[config.mk]
export PLATFORM = sky130hd
export DESIGN_NAME = tcw_ctrl
export DESIGN_NICKNAME = d
export VERILOG_FILES = /design/src/hw/rtl/tcw_pkg.sv /design/src/hw/rtl/tcw_ctrl.sv
export SDC_FILE = /design/constraint.sdc
export NUM_CORES = 1
export LEC_CHECK = 0
export BUFFER_PORTS_ARGS = -buffer_cell sky130_fd_sc_hd__buf_2
export CAP_MARGIN = 20
export CORE_AREA = 2 2 39 41
export DETAILED_ROUTE_END_ITERATION = 10
export DIE_AREA = 0 0 41 43
export PLACE_DENSITY = 0.66
export SKIP_CTS_REPAIR_TIMING = 1
export SLEW_MARGIN = 20
export SYNTH_ARGS = -nofsm -noshare
export SYNTH_HDL_FRONTEND = slang
export SYNTH_SLANG_ARGS = --single-unit
[constraint.sdc]
create_clock -name clk -period 1.36 [get_ports clk]
set_clock_uncertainty 0.05 [all_clocks]
set_input_delay 0.068 -clock clk [delete_from_list [all_inputs] [get_ports clk]]
set_output_delay 0.068 -clock clk [all_outputs]
set_load 0.02 [all_outputs]
[src/hw/rtl/tcw_pkg.sv]
// Shared types, command codes and character constants of the text console writer.
package tcw_pkg;

  // Command codes carried in the command field of an input word.
  localparam logic [1:0] CMD_PUT   = 2'd0;
  localparam logic [1:0] CMD_CLEAR = 2'd1;
  localparam logic [1:0] CMD_READ  = 2'd2;

  // Character codes with a meaning of their own.
  localparam logic [7:0] CH_NULL    = 8'h00;
  localparam logic [7:0] CH_TAB     = 8'h09;
  localparam logic [7:0] CH_NEWLINE = 8'h0A;
  localparam logic [7:0] CH_SPACE   = 8'h20;

  // Configuration register indexes.
  localparam logic CFG_COLUMNS = 1'b0;
  localparam logic CFG_ROWS    = 1'b1;

  localparam int CFG_DATA_W = 7;

  // Screen size after reset, before any limit by the store size.
  localparam int RESET_COLUMNS = 80;
  localparam int RESET_ROWS    = 25;

  typedef struct packed {
    logic [1:0] command;
    logic [7:0] character;
    logic [4:0] read_row;
    logic [6:0] read_col;
  } tcw_in_t;

  typedef struct packed {
    logic [6:0] cursor_col;
    logic [4:0] cursor_row;
    logic [7:0] cell_value;
    logic       scrolled;
  } tcw_out_t;

  typedef enum logic [2:0] {
    ST_INIT,
    ST_IDLE,
    ST_EXEC,
    ST_CLEAR,
    ST_SCR_COPY,
    ST_SCR_DRAIN,
    ST_SCR_FILL,
    ST_DONE
  } tcw_state_t;

  // Commands from the controller to the datapath.
  typedef struct packed {
    logic latch;
    logic put_char;
    logic new_line;
    logic home;
    logic read_issue;
    logic clr_start;
    logic clr_step;
    logic scr_start;
    logic copy_step;
    logic fill_step;
    logic out_load;
  } tcw_cmd_t;

  // Status from the datapath to the controller.
  typedef struct packed {
    logic [1:0] command;
    logic       is_newline;
    logic       is_null;
    logic       wrap;
    logic       last_row;
    logic       single_row;
    logic       clr_last;
    logic       copy_last;
    logic       fill_last;
    logic       out_free;
  } tcw_sts_t;

endpackage

[src/hw/rtl/tcw_ctrl.sv]
// Controller state machine of the text console writer.
module tcw_ctrl (
  input  logic             clk,
  input  logic             rst_n,
  input  logic             in_valid,
  output logic             in_stall,
  input  tcw_pkg::tcw_sts_t sts,
  output tcw_pkg::tcw_cmd_t cmd
);
  import tcw_pkg::*;

  tcw_state_t state_r;
  tcw_state_t state_nxt;
  logic       finish;
  logic       scroll;

  always_ff @(posedge clk) begin
    if (!rst_n) begin
      state_r <= ST_INIT;
    end else begin
      state_r <= state_nxt;
    end
  end

  assign in_stall = (state_r != ST_IDLE);

  always_comb begin
    state_nxt = state_r;
    cmd       = '0;
    finish    = 1'b0;
    scroll    = 1'b0;
    unique case (state_r)
      ST_INIT: begin
        cmd.clr_step = 1'b1;
        if (sts.clr_last) begin
          state_nxt = ST_IDLE;
        end
      end
      ST_IDLE: begin
        if (in_valid) begin
          cmd.latch = 1'b1;
          state_nxt = ST_EXEC;
        end
      end
      ST_EXEC: begin
        unique case (sts.command)
          CMD_PUT: begin
            if (sts.is_null) begin
              finish = 1'b1;
            end else if (sts.is_newline) begin
              cmd.new_line = 1'b1;
              scroll       = sts.last_row;
              finish       = !sts.last_row;
            end else begin
              cmd.put_char = 1'b1;
              cmd.new_line = sts.wrap;
              scroll       = sts.wrap && sts.last_row;
              finish       = !(sts.wrap && sts.last_row);
            end
          end
          CMD_CLEAR: begin
            cmd.home      = 1'b1;
            cmd.clr_start = 1'b1;
            state_nxt     = ST_CLEAR;
          end
          CMD_READ: begin
            cmd.read_issue = 1'b1;
            state_nxt      = ST_DONE;
          end
          default: begin
            finish = 1'b1;
          end
        endcase
        if (scroll) begin
          cmd.scr_start = 1'b1;
          state_nxt     = sts.single_row ? ST_SCR_FILL : ST_SCR_COPY;
        end else if (finish) begin
          if (sts.out_free) begin
            cmd.out_load = 1'b1;
            state_nxt    = ST_IDLE;
          end else begin
            state_nxt = ST_DONE;
          end
        end
      end
      ST_CLEAR: begin
        cmd.clr_step = 1'b1;
        if (sts.clr_last) begin
          state_nxt = ST_DONE;
        end
      end
      ST_SCR_COPY: begin
        cmd.copy_step = 1'b1;
        if (sts.copy_last) begin
          state_nxt = ST_SCR_DRAIN;
        end
      end
      ST_SCR_DRAIN: begin
        // The last copied cell is written back in this cycle.
        state_nxt = ST_SCR_FILL;
      end
      ST_SCR_FILL: begin
        cmd.fill_step = 1'b1;
        if (sts.fill_last) begin
          state_nxt = ST_DONE;
        end
      end
      ST_DONE: begin
        if (sts.out_free) begin
          cmd.out_load = 1'b1;
          state_nxt    = ST_IDLE;
        end
      end
    endcase
  end

endmodule

After elaboration in Yosys (flattened, before gate mapping)
Index checks and enable logic that the tools add are counted.
{"block": "totals", "regBits": 3, "word_cells": 64, "output_inout_bits": 12, "in_bits": 14}
{"block": "classes", "eq_ne": 17, "mux": 38, "n_reduce_logical": 8}
{"op": "3-bit two-way mux", "n": 9}
{"op": "3-bit case mux with 8 select lines", "n": 1}
{"op": "1-bit two-way mux", "n": 21}
{"op": "3-bit == test (second input constant)", "n": 4}
{"op": "2-bit inequality test (second input constant)", "n": 6}
{"op": "7-bit AND reduction", "n": 1}
{"op": "3-bit by 2-bit == test with 1-bit output (second input constant)", "n": 2}
{"op": "2-bit two-way mux", "n": 3}
{"op": "3-bit case mux with 2 select lines", "n": 1}
{"op": "5-bit two-way mux", "n": 1}
{"op": "5-bit by 2-bit inequality test with 1-bit output (second input constant)", "n": 1}
{"op": "1-bit case mux with 2 select lines", "n": 2}
{"op": "2-bit OR reduction", "n": 2}
{"op": "3-bit by 1-bit == test with 1-bit output (second input constant)", "n": 1}
{"op": "3-bit zero test", "n": 1}
{"op": "3-bit by 1-bit inequality test with 1-bit output (second input constant)", "n": 1}
{"op": "2-bit by 1-bit == test with 1-bit output (second input constant)", "n": 1}
{"op": "2-bit == test (second input constant)", "n": 1}
{"op": "1-bit zero test", "n": 2}
{"op": "2-bit zero test", "n": 1}
{"op": "1-bit logical AND", "n": 1}

Logic depth before layout (Yosys ltp)
Gate-level depths: netlist of run 1.
{"block": "logic_depth", "word_depth": 9, "ltp_mapped": 7, "depth_no_buf": 7}

Least setup slack after synthesis of run 1
OpenSTA, ideal clock, no wires.
{"block": "synth_timing", "kind": "register to output", "startpoint": "register state_r[1]", "endpoint": "output port cmd[10] in the netlist's numbering", "path_slack_ns": -0.034, "arrival_ns": 1.276, "path_buffers": 1, "stages_incl_launch_ff": 5, "t_required_ns": 1.242, "path_cell_list": "dfxtp_1 > clkbuf_1 > nand2b_1 > or2_2 > nor2_1"}
{"item": "start: declaration", "line": "tcw_ctrl.sv:12", "text": "tcw_state_t state_r;"}
{"item": "start signal: assignment", "line": "tcw_ctrl.sv:21", "text": "state_r <= state_nxt;"}
{"item": "end: declaration", "line": "tcw_ctrl.sv:8", "text": "output tcw_pkg::tcw_cmd_t cmd"}

==> qor.txt, run 1 <==
Peak supply drop: 0.000400 V
Die Span X: 41 um
Synth Flop Type: dfxtp_1
Slew Limit Fails: 0
Remaining DRCs: 0
dpl hpwl: 963 um
Slowest-stage cell, CP: dfxtp_2
first-pass GRT wire length: 1700 um
worst skew pair latency: 240 ps
layout cells sized above 1: 0.590
endpoint type of the worst setup path: output port
Achievable Freq: 0.695 GHz
syn avg cell area: 6.95 um2
Async SR Flop Fraction: 0
Critical Path RT: 1240 ps
Power Density: 1200 nW/um2
Crit Path Max Fanout: 3
failing checks: negative setup slack
headroom to the max-slew limit: 0.844
Antenna Violating Nets Remaining: 0
CP delay by family, top: simple AND/OR/NAND/NOR gates
Core Util, Final: 0.587
GRT Util Overall: 0.138
Final setup viols: 6
Setup crit start kind: flop
initial antenna violation count: 0
minimum clock period: 1440 ps
max reg flops: 3
Largest regs: state_r (3)
status: complete, but fails checks
initial drt markers: 5
largest net degree at the start of global routing: 15
worst path cell trace: nor3b_4, buf_4, nand3b_1, nor2_1, buf_4
Post-Synthesis Cells: 63
Yosys reg bits: 3
# clock sinks: 3
most common cell after layout, fill and taps aside: buf_4
Final Hold Viols: 0
Net count, final: 123
Rows: 14
final period utilization: 1.06
diodes inserted: 0
vias: 594
worst setup margin: -78.4 ps
worst slew pin tran: 233 ps
WL final: 1300 um
leakage: 0.397 nW
most frequent cell on the critical path: buf_4
area leader, netlist: dfxtp_1
Vias/cell: 4.91
Mapped Area: 438 um2
Seq/Total Area, Yosys: 0.137
Avg WL per Cell: 10.7 um
CP Class: flop to output port
Synth Net Count: 80
GPL Wtd Cong: 0.732
CTS root buffer: clkbuf_4
DIE AREA: 1760 um2
top cells by area, synth: dfxtp_1 14%, ha_1 8.6%, nor2_1 7.7%
Layout fillers: 138
I/O Buffers: 25
CTS Buffer Depth: 2
I/O pin cnt: 26
RSZ-0062 raised after global routing: true
GRT overflow: 0
Pre-Repair DR Iteration Count: 4
worst path buffer plus inverter count: 2
Reg area: 65.1 um2
most frequent cells in the layout: 20 x buf_4, 15 x buf_2, 7 x buf_6
H-tree depth: 1
top cell type's share of synthesized area: 0.137
CTS Buf Count: 3
number of synthesized flops with an enable pin: 0
Die H: 43 um
Largest Register: state_r
area grow syn2layout: 85.4%
Total Power: 0.977 mW
Hold Crit Class: input pin to flop
vias in the first global route: 489
core region area: 1380 um2
Multi-input gate area: 374 um2
Synthesis Warnings: 0
CP peak stage delay: 340 ps
CP Data Arrival Time: 1320 ps
CTS tree: yes
Max-Cap Viols: 0
Clock transition at path regs: 40 ps
starting density of the core: 0.316
Yosys cell types: 30
==> metal layers <==
layer,vias up,GRT usage,part of all wire
met5,-,0,0
li1,305,-,-
met2,25,0.228,0.53
met1,262,0.160,0.41
met4,0,0.100,0.013
met3,2,0,0.051
==> report_power, final <==
group	switching [mW]	internal, mW	leakage [nW]
logic	0.311	0.352	0.357
clock network	0.0513	0.110	0.0150
registers	0.0333	0.120	0.0256
total	0.395	0.582	0.397
==> cells in the mapped netlist, drive strengths merged (2+ instances only) <==
library cell  n
nand2b        2
dfxtp         3
inv           6
nand3b        3
buf           3
o21ai         2
and2          3
nor2          9
nand2         5
o211ai        3
and3          2
mux2i         2
a21oi         4
or2           2
ha            3
==> through the flow <==
step	setup WS (ps)	TNS (ps)	std cells	cell area, um2	hold slack (ps)
after CTS	-248	-1720	120	704	51.2
final	-78.4	-315	121	812	56.8
after global placement	-68.5	-84.1	116	678	301
after global routing	-176	-968	121	812	69.7
after floorplan	26.2	0	63	440	156
after detailed placement	-109	-141	116	678	306
==> worst paths after layout <==
kind,from,endpoint,slack (ps),cells past startpoint
worst max-delay path,state_r[1],cmd[8],-80,5
worst min-delay path,rst_n,state_r[1],60,2
worst max register to register,state_r[0],state_r[0],-40,4
worst min register to register,state_r[0],state_r[0],610,3
==> logic make-up after synthesis <==
kind of cell,Yosys count,share of synthesized area
and+or+nand+nor,29,0.343
adders and majority gates,3,0.0857
muxes,3,0.0714
DFF,3,0.137
buffers and inverters,10,0.114
AOI/OAI and AO/OA,15,0.249
==> layout make-up <==
class | instances | share of cell area
clock buffer | 4 | 0.0324
inverter | 6 | 0.0277
multi-input combinational | 50 | 0.461
sequential | 3 | 0.0801
tap | 16 | 0.0247
timing repair buffer | 42 | 0.374
(Power assumes the default switching activity.)
==> run 2, diff against run 1 <==
--- a/config.mk
+++ b/config.mk
@@ -7,10 +7,12 @@
 export LEC_CHECK = 0
 export BUFFER_PORTS_ARGS = -buffer_cell sky130_fd_sc_hd__buf_2
 export CAP_MARGIN = 20
-export CORE_AREA = 2 2 39 41
+export CELL_PAD_IN_SITES_DETAIL_PLACEMENT = 1
+export CELL_PAD_IN_SITES_GLOBAL_PLACEMENT = 1
+export CORE_MARGIN = 1.5
+export CORE_UTILIZATION = 24
 export DETAILED_ROUTE_END_ITERATION = 10
-export DIE_AREA = 0 0 41 43
-export PLACE_DENSITY = 0.66
+export PLACE_DENSITY_LB_ADDON = 0.1
 export SKIP_CTS_REPAIR_TIMING = 1
 export SLEW_MARGIN = 20
 export SYNTH_ARGS = -nofsm -noshare
==> run 2 against run 1 <==
Net effect: the flow still finishes with violations (negative setup slack); final cell count increased by 9.9%; non-clock buffer count grew 3; clock power is 3% lower; count of clock-buffer cells in the layout stayed put; flip-flop and latch count unchanged.
==> qor.txt, run 2 (synthesis results as in run 1) <==
Die Span X: 45.7 um
headroom to the max-slew limit: 0.840
initial drt markers: 2
final instance area: 841 um2
worst slew pin tran: 240 ps
first-pass GRT wire length: 2390 um
GRT overflow: 0
setup slack, reg-to-reg: -50 ps
RSZ-0062 raised after global routing: true
Power Density: 1150 nW/um2
Setup crit start kind: flop
CTS tree: yes
layout cells sized above 1: 0.611
GRT Util Overall: 0.156
Largest regs: state_r (3)
vias in the first global route: 620
minimum clock period: 1490 ps
Peak supply drop: 0.000374 V
critical path launch point: state_r[1]
worst setup margin: -126 ps
Hold Crit Class: input pin to flop
I/O Buffers: 25
Final Hold Viols: 0
Layout fillers: 227
GPL Wtd Cong: 0.713
Critical Path RT: 1240 ps
initial antenna violation count: 0
Vias/cell: 4.56
WL final: 1580 um
dpl hpwl: 1250 um
worst reg2reg path startpoint: state_r[0]
max reg flops: 3
status: complete, but fails checks
core region area: 1730 um2
leakage: 0.413 nW
Hold Crit Start: rst_n
failing checks: negative setup slack
DIE AREA: 2090 um2
CTS root buffer: clkbuf_4
starting density of the core: 0.254
worst skew pair latency: 230 ps
R2R depth: 4
CP endpoint: cmd[10]
Antenna Violating Nets Remaining: 0
Final setup viols: 9
Clock transition at path regs: 40 ps
CP Class: flop to output port
# clock sinks: 3
Reg area: 62.6 um2
CP Data Arrival Time: 1370 ps
Avg WL per Cell: 11.8 um
DP Area: 704 um2
Pre-Repair DR Iteration Count: 5
endpoint type of the worst setup path: output port
final period utilization: 1.09
H-tree depth: 1
I/O pin cnt: 26
Setup TNS: -677 ps
diodes inserted: 0
RR Endpoint: state_r[0]
CTS Buffer Depth: 2
largest net degree at the start of global routing: 12
Min Hold Slack: 59.6 ps
Multi-input gate area: 378 um2
Rows: 15
setup slack after placement: -107 ps
most common cell after layout, fill and taps aside: buf_4
Remaining DRCs: 0
Slew Limit Fails: 0
CTS Buf Count: 3
area grow syn2layout: 92.0%
Crit Path Max Fanout: 11
Achievable Freq: 0.673 GHz
vias: 607
Max-Cap Viols: 0
Largest Register: state_r
Net count, final: 126
most frequent cells in the layout: 23 x buf_4, 16 x buf_2, 6 x buf_6
Die H: 45.7 um
-- run 2: worst max-delay path: stages, from the launching register on --
cell	delay, ps
dfxtp_1	300
buf_4	180
nand2b_4	150
or2_2	290
nor2_2	80
buf_4	140
-- run 2: per-stage QoR --
stage	power, mW	instances	utilization
after floorplan	0.471	63	-
after global placement	0.694	127	0.408
after detailed placement	0.698	127	0.408
after CTS	0.863	131	0.423
after global routing	1.05	133	0.487
final	0.970	133	0.487
-- run 2: how the worst min path moves through the flow --
stage	to	slack, ps	depth (start not counted)
after floorplan	state_r[2]	160	2
after global placement	state_r[1]	310	2
after detailed placement	state_r[1]	300	2
after CTS	state_r[1]	60	2
after global routing	state_r[1]	70	2
final	state_r[1]	60	2
-- run 2: metal layers --
layer,track usage,wire (um),vias to the layer above
li1,-,-,308
met1,0.173,579,281
met2,0.304,934,18
met3,0.0119,61,0
met4,0.0514,0,0
met5,0,0,-
-- run 2: cell type report --
type,instances,area share
Clock buffer,4,0.0313
Timing Repair Buffer,45,0.381
Multi-Input combinational cell,50,0.449
Tap cell,25,0.0372
Inverter,6,0.0268
Sequential cell,3,0.0744
-- run 2: power breakdown --
part	leakage, nW	switching [mW]	internal [mW]	total [mW]
clock	0.0150	0.0469	0.110	0.157
combinational	0.372	0.327	0.347	0.674
sequential	0.0253	0.0253	0.114	0.140
==> run 3, diff against run 2 <==
--- a/config.mk
+++ b/config.mk
@@ -5,12 +5,13 @@
 export SDC_FILE = /design/constraint.sdc
 export NUM_CORES = 1
 export LEC_CHECK = 0
+export ABC_AREA = 1
 export BUFFER_PORTS_ARGS = -buffer_cell sky130_fd_sc_hd__buf_2
 export CAP_MARGIN = 20
 export CELL_PAD_IN_SITES_DETAIL_PLACEMENT = 1
 export CELL_PAD_IN_SITES_GLOBAL_PLACEMENT = 1
 export CORE_MARGIN = 1.5
-export CORE_UTILIZATION = 24
+export CORE_UTILIZATION = 26
 export DETAILED_ROUTE_END_ITERATION = 10
 export PLACE_DENSITY_LB_ADDON = 0.1
 export SKIP_CTS_REPAIR_TIMING = 1
==> run 3 against run 2 <==
Net effect: the flow still finishes with violations (negative setup slack); wire length increased by 17%; die area grew 14%; via count up 18%; final area grew 13%; fmax down 0.40%; sequential share of layout area shrank 0.47 points; critical endpoint is now cmd[9]; largest cell class unchanged; largest power group unchanged.
==> qor.txt, run 3 <==
final period utilization: 1.10
Async SR Flop Fraction: 0
leakage: 0.482 nW
WHS Path Cells: 3
Avg WL per Cell: 11.6 um
GRT Util Overall: 0.154
Die Span X: 48.8 um
Largest regs: state_r (3)
area grow syn2layout: 74.3%
GPL Wtd Cong: 0.819
Peak supply drop: 0.000577 V
Rows: 16
WL final: 1850 um
H-tree depth: 1
Remaining DRCs: 0
CP Class: flop to output port
Net count, final: 150
layout cells sized above 1: 0.576
Final setup viols: 11
grt met2 use: 0.299
Yosys cell types: 26
Multi-input gate area: 455 um2
Yosys reg bits: 3
most common cell after layout, fill and taps aside: buf_4
GR peak layer: met2
headroom to the max-slew limit: 0.864
CP Data Arrival Time: 1370 ps
Max-Cap Viols: 0
failing checks: negative setup slack
Antenna Violating Nets Remaining: 0
Post-Synthesis Cells: 92
Power Density: 1500 nW/um2
CTS Buf Count: 3
initial antenna violation count: 0
worst setup margin: -132 ps
RSZ-0062 raised after global routing: true
top cells by area, synth: nand2_1 12%, dfxtp_1 11%, nor2_1 11%
Slew Limit Fails: 0
Crit Path Max Fanout: 6
vias: 715
worst skew pair latency: 240 ps
status: complete, but fails checks
dpl hpwl: 1430 um
core region area: 1960 um2
Setup crit start kind: flop
max reg flops: 3
Final Hold Viols: 0
Core Util, Final: 0.485
diodes inserted: 0
Vias/cell: 4.50
met1 usage: 0.175
Mapped Area: 546 um2
endpoint type of the worst setup path: output port
Synth Net Count: 109
CTS Buffer Depth: 2
top cell type's share of synthesized area: 0.117
CTS tree: yes
Hold Crit Class: input pin to flop
# clock sinks: 3
GRT met3 Usage: 0.00920
DIE AREA: 2380 um2
RR Endpoint: state_r[1]
setup slack, reg-to-reg: -40 ps
Synthesis Warnings: 0
Hold Path Sink: state_r[0]
Setup TNS: -713 ps
final instance area: 951 um2
minimum clock period: 1490 ps
Reg area: 66.3 um2
GRT overflow: 0
DP Area: 792 um2
Die H: 48.8 um
Critical Path RT: 1240 ps
Seq/Total Area, Yosys: 0.110
post-route non-filler standard cell count: 159
syn avg cell area: 5.93 um2
initial drt markers: 0
I/O pin cnt: 26
Largest Register: state_r
largest net degree at the start of global routing: 9
first-pass GRT wire length: 2940 um
count leader, synth: nand2_1
worst reg2reg path startpoint: state_r[0]
CTS root buffer: clkbuf_4
Achievable Freq: 0.670 GHz
worst slew pin tran: 204 ps
Pre-Repair DR Iteration Count: 1
number of synthesized flops with an enable pin: 0
Clock transition at path regs: 50 ps
I/O Buffers: 25
synth cell count leaders: 17 x nand2_1, 16 x nor2_1, 15 x inv_1
vias in the first global route: 711
Hold Crit Start: rst_n
setup slack after placement: -86.1 ps
R2R depth: 10
area leader, netlist: nand2_1
Layout fillers: 270
# placed instances: 153
most frequent cells in the layout: 17 x buf_4, 16 x buf_2, 15 x inv_1
starting density of the core: 0.278
Synth Flop Type: dfxtp_1
[run 3: cell types whose count changed after synthesis, moves of 3 or more]
cell	change
and2_1	-3
inv_1	+9
nand2_1	+12
nand3_1	+7
nor2_1	+7
nor2_4	+3
[run 3: worst max path at each step]
| stage | start | end | slack, ps | depth (start not counted) |
|---|---|---|---|---|
| after global placement | state_r[1] | state_r[1] | -80 | 9 |
| after detailed placement | state_r[1] | state_r[1] | -90 | 9 |
| after CTS | state_r[1] | cmd[0] | -260 | 5 |
| after floorplan | state_r[0] | cmd[0] | 10 | 6 |
| final | state_r[0] | cmd[9] | -130 | 7 |
| after global routing | state_r[0] | cmd[9] | -180 | 7 |
[run 3: logic make-up after synthesis]
group / count (synthesis) / synth area share
flops: 3 / 0.110
fa+ha+maj: 3 / 0.0688
compound gates: 7 / 0.0757
buf+inv: 23 / 0.195
simple gates: 56 / 0.550
[run 3: metal layers]
layer / vias up / share of wire
met5: - / 0
met4: 0 / 0
met3: 0 / 0.031
met2: 21 / 0.57
met1: 332 / 0.40
li1: 362 / -
[run 3: cell type report]
class                   instances  share of cell area
clock buffers                   4              0.0276
inverters                      20              0.0895
multi-input cells              66               0.479
flip-flops and latches          3              0.0697
well taps                      27              0.0355
repair buffers                 39               0.299
[run 3: metrics by stage]
| stage | total power, mW | hold WS (ps) |
|---|---|---|
| finish | 1.43 | 11.5 |
| global route | 1.53 | 20.0 |
| CTS | 1.20 | 22.4 |
| detailed placement | 1.02 | 273 |
| global placement | 1.02 | 277 |
| floorplan | 0.716 | 139 |
[run 3: power breakdown]
part	internal [mW]	total [mW]	switching [mW]
clock	0.110	0.164	0.0535
combinational	0.468	1.09	0.625
sequential	0.127	0.169	0.0419
total	0.706	1.43	0.720
[run 3: worst max-delay path: stages, from the launching register on]
cell	delay (ps)
dfxtp_2	330
buf_6	120
inv_4	50
nand2_4	60
nor2_4	180
inv_4	80
nor4_2	120
buf_2	200
